--- src/hw/rtl/lsq_pkg.sv ---
// shared types and constants for the load/store queue
// no dependencies
package lsq_pkg;

	localparam int KIND_W = 6;
	localparam int WORD_W = 32;

	typedef logic [KIND_W-1:0]        kind_t;
	typedef logic signed [WORD_W-1:0] word_t;

	// opcode of an input word
	localparam logic OP_UPDATE  = 1'b0;
	localparam logic OP_ADVANCE = 1'b1;

	// address held by a freshly inserted entry
	localparam word_t ADDR_UNSET = '1;

	// update broadcast to every cell
	typedef struct packed {
		logic  apply;
		logic  ins_en;
		kind_t ins_kind;
		word_t ins_tag;
		logic  alu_valid;
		word_t alu_rob;
		word_t alu_result;
		logic  st_valid;
		word_t st_rob;
		word_t st_address;
		word_t st_value;
	} lsq_upd_t;

endpackage

--- src/hw/rtl/lsq_cell.sv ---
// one queue slot: entry storage, tag match and a link of the flush probe chain
// depends on lsq_pkg
module lsq_cell #(
	parameter int PTR_W = 5
) (
	input  logic             clk,
	input  logic             arst_n,
	input  logic [PTR_W-1:0] idx,
	input  logic [PTR_W-1:0] head,
	input  logic [PTR_W-1:0] tail_ins,
	input  logic [PTR_W-1:0] tail_new,
	input  lsq_pkg::lsq_upd_t upd,
	input  logic             probe_load,
	input  logic             probe_step,
	input  logic             probe_in,
	output logic             probe_out,
	output lsq_pkg::kind_t   kind,
	output lsq_pkg::word_t   addr,
	output lsq_pkg::word_t   tag,
	output logic             ready,
	output logic             hit
);
	import lsq_pkg::*;

	kind_t kind_q;
	word_t addr_q;
	word_t tag_q;
	logic  ready_q;
	logic  probe_q;

	logic  ins_here;
	logic  live;
	logic  alu_hit;
	logic  st_hit;
	kind_t kind_d;
	word_t addr_d;
	word_t tag_d;
	logic  ready_d;
	logic  ready_mid;

	always_comb begin
		ins_here = upd.ins_en && (idx == tail_ins);
		if (head <= tail_new) begin
			live = (idx >= head) && (idx < tail_new);
		end else begin
			live = (idx >= head) || (idx < tail_new);
		end

		kind_d  = ins_here ? upd.ins_kind : kind_q;
		addr_d  = ins_here ? ADDR_UNSET : addr_q;
		tag_d   = ins_here ? upd.ins_tag : tag_q;
		ready_d = ins_here ? 1'b0 : ready_q;

		// alu match first, then store match on what is left
		alu_hit = upd.alu_valid && live && !ready_d && (tag_d == upd.alu_rob);
		if (alu_hit) begin
			addr_d = upd.alu_result;
		end
		ready_mid = ready_d || alu_hit;

		st_hit = upd.st_valid && live && !ready_mid && (tag_d == upd.st_rob);
		if (st_hit) begin
			addr_d = upd.st_address;
			tag_d  = upd.st_value;
		end
		ready_d = ready_mid || st_hit;
	end

	always_ff @(posedge clk) begin
		if (upd.apply) begin
			kind_q  <= kind_d;
			addr_q  <= addr_d;
			tag_q   <= tag_d;
			ready_q <= ready_d;
		end
	end

	always_ff @(posedge clk or negedge arst_n) begin
		if (!arst_n) begin
			probe_q <= 1'b0;
		end else if (probe_load) begin
			probe_q <= (idx == head);
		end else if (probe_step) begin
			probe_q <= probe_in;
		end
	end

	assign probe_out = probe_q;
	assign kind      = kind_q;
	assign addr      = addr_q;
	assign tag       = tag_q;
	assign ready     = ready_q;
	assign hit       = probe_q && !ready_q;

endmodule

--- config.mk ---
export PLATFORM = sky130hd
export DESIGN_NAME = lsq_cell
export DESIGN_NICKNAME = d
export VERILOG_FILES = /design/src/hw/rtl/lsq_pkg.sv /design/src/hw/rtl/lsq_cell.sv
export SDC_FILE = /design/constraint.sdc
export NUM_CORES = 1
export LEC_CHECK = 0
export BUFFER_PORTS_ARGS = -buffer_cell sky130_fd_sc_hd__buf_2
export CAP_MARGIN = 0
export CORE_MARGIN = 1.5
export CORE_UTILIZATION = 29
export CTS_CLUSTER_DIAMETER = 120
export CTS_CLUSTER_SIZE = 24
export DETAILED_ROUTE_END_ITERATION = 8
export GPL_TIMING_DRIVEN = 0
export PLACE_DENSITY = 0.53
export REMOVE_ABC_BUFFERS = 1
export SYNTH_ARGS = -nofsm -noshare
export SYNTH_HDL_FRONTEND = slang
export SYNTH_SLANG_ARGS = --single-unit
--- constraint.sdc ---
create_clock -name clk -period 5.28 [get_ports clk]
set_input_delay 0.528 -clock clk [delete_from_list [all_inputs] [get_ports clk]]
set_output_delay 0.528 -clock clk [all_outputs]
set_load 0.01 [all_outputs]
==> results.ini <==
[die]
die_area_mm2=0.0208
core_area_mm2=0.0195
fp.dieW_um=144
start_util=0.297
die_y_um=144
ios=300
core.rowCount=51

[place]
dpl_cell_area_mm2=0.00760
routabilityCongestion=0.786
dp_hpwl_mm=17.6
io_buffers=299

[clock_tree]
cts_buffer_depth=2
path_clk_slew_ns=0.06
cts-root-buf=clkbuf_16
htreeDepth=3
clock_latency_ns=0.34
numCtsBuffers=9
cts_tree=built
clock-sinks=72
cts_setup_buffers=0

[worst_setup_path]
crit_buf_inv=3
critPathMaxFanout=40
cpMostUsedCell=buf_12
startpoint_type=input pin
worstPathArrival_ns=4.87
cp.required_ns=5.32
slowest_delay_ns=0.83
end_kind=flop
crit_type=input pin to flop
crit_family=simple AND/OR/NAND/NOR gates
cpMaxStageDelayCell=or3b_2
path_cells=buf_2 > xnor2_1 > nand4_4 > buf_12 > nor2_4 > mux2i_1 > o2111ai_1 > or4_1 > or3b_2 > a31oi_4 > buf_12

[power]
cellPowerDensity_mw_per_mm2=220
irDropWorstVdd_v=0.000121
netSwitchingFraction=0.292
netSwitchingPower_w=0.000511
p_clk_frac=0.398
seqPwrFrac=0.385
power_frac_comb=0.217
p_int_w=0.00124
power_w=0.00175
leakage_nw=3.55

[min_path]
hp-class=input pin to flop

[synth]
yosysTopAreaCell=edfxtp_1
netlist_instances=614
synth_area_mm2=0.00580
syn_avg_cell_area_um2=9.44
synthTopCellsByArea=edfxtp_1 37%, o22a_1 4.8%, nand4_1 3.9%
yosys_warnings=0
synth.yosys.seq_area_share=0.372
synth_top_area_share=0.368
yosys_register_bits=72
synthArstFlopShare=0.0139
synthFlopType=edfxtp_1
synth-edff-count=71
synth.distinct_cells=63

[sta]
min_period_over_period=0.916
hold_viol=0
tightest_slew_ns=1.01
finalCriticalPeriod_ns=4.83
fin_worst_skew_ns=0.00891
rsz0062_at_grt=false
max_slew_margin=0.328
setup_violations=0
fmax_mhz=207
final_max_slew_viol_count=0

[run_status]
outcome=finished, final reports clean

[detailed_routing]
drt-total-wl_mm=22.8
drtIter0Drc=409
routedWlPerCell_um=19.6
num_vias=6022
drt_first_pass_iters=5
route.detailed.drc=0
final_antenna_net_count=0
vias_per_cell=5.16

[global_routing]
grt_max_degree=50
grt_pass1_wl_mm=32.6
first_global_vias=5579
antenna_found_initial=4
grt_remaining_overflow=0
grt_util_all_layers=0.213

[layout]
area_growth_pct=37.2
fin_nets=1135
final_cell_mix=299 x buf_2, 71 x edfxtp_1, 49 x inv_1
final_common_cell=buf_2
drive_gt1_frac=0.392
finalInstanceArea_mm2=0.00795

[flow_run]
max_cap_viol_count=0

-- power by group through the flow --
stage	clock network (W)	logic [W]	registers [W]
floorplan	0	0.000161	0.000689
global placement	0	0.000363	0.000687
detailed placement	0	0.000378	0.000687
CTS	0.000721	0.000381	0.000674
global route	0.000737	0.000420	0.000678
finish	0.000696	0.000379	0.000674
-- timing repair --
item | CTS | global route
pin swaps | 1 | 0
gates cloned | 1 | 0
hold buffers | 1 | 0
hold endpoints to repair | 1 | 0
endpoints found under the setup margin | 28 | 28
gates resized for setup | 1 | 1
-- Yosys cell counts (5+ instances only) --
cell type / number
a21oi_1: 14
a31oi_1: 6
and3_1: 5
buf_2: 16
buf_6: 7
clkbuf_1: 11
edfxtp_1: 71
ha_1: 14
inv_1: 49
mux2_1: 8
mux2_2: 16
mux2i_1: 17
nand2_1: 41
nand2b_1: 11
nand3_1: 12
nand4_1: 36
nor2_1: 23
nor2b_1: 8
nor3_1: 13
nor4_1: 8
o2111ai_1: 9
o211ai_1: 21
o21ai_0: 38
o22a_1: 32
o22ai_1: 8
or4_1: 20
xnor2_1: 18
xor2_1: 19
-- logic make-up after synthesis --
family / count (synthesis) / share of synthesized area
xor gates and xnor gates: 37 / 0.0559
buffers and inverters: 88 / 0.0708
and+or+nand+nor: 193 / 0.185
AOI/OAI and AO/OA: 169 / 0.210
muxes: 41 / 0.0760
DFF: 72 / 0.372
adders and majority gates: 14 / 0.0302
-- metrics by stage --
stage               setup slack [ns]   util  cells  TNS (ns)  hold slack [ns]
global route                   0.165  0.407   1165         0            0.347
detailed placement            -0.414  0.389   1146    -13.23            0.318
global placement               -9.78  0.379   1139   -702.68            0.319
CTS                            0.232  0.407   1164         0            0.348
finish                         0.446  0.407   1166         0            0.364
floorplan                      -3.67      -    575   -233.99            0.232
-- path summary, 6_finish.rpt --
| path | end | slack (ns) | startpoint | cells after the start |
|---|---|---|---|---|
| hold / removal | kind[2]$_DFFE_PP_ | 0.36 | upd[196] | 1 |
| max in group asynchronous | probe_out$_DFFE_PN0P_ | 4.69 | arst_n | 2 |
| setup reg to reg | addr[7]$_DFFE_PP_ | 1.50 | tag[9]$_DFFE_PP_ | 8 |
| setup / recovery | addr[7]$_DFFE_PP_ | 0.45 | idx[0] | 11 |
| min in group asynchronous | probe_out$_DFFE_PN0P_ | 0.50 | arst_n | 2 |
| hold reg to reg | probe_out$_DFFE_PN0P_ | 0.60 | probe_out$_DFFE_PN0P_ | 2 |
-- registers in the layout (all words and copies together) (netlist names) --
name and cells:
tag 32, probe_out 1, addr 32, kind 6, ready 1
-- area by class of cell --
cell class                      count  area [um2]
Inverter                           49         184
Clock inverter                      7         103
Multi-Input combinational cell    455        3290
Tap cell                          265         332
Fill cell                        2021       11600
Clock buffer                        9         225
Timing Repair Buffer              307        1660
Sequential cell                    72        2160
Antenna cell                        2        5.00
-- metal layers --
layer | vias to the layer above | GRT usage | wire length, um | part of all wire
met4 | 4 | 0.0734 | 482 | 0.021
met1 | 2812 | 0.290 | 10100 | 0.44
met5 | - | 0 | 26 | 0.0011
met2 | 231 | 0.334 | 10700 | 0.47
li1 | 2948 | - | - | -
met3 | 27 | 0.0427 | 1480 | 0.065
Note: power is estimated with default switching activity, not from simulation.
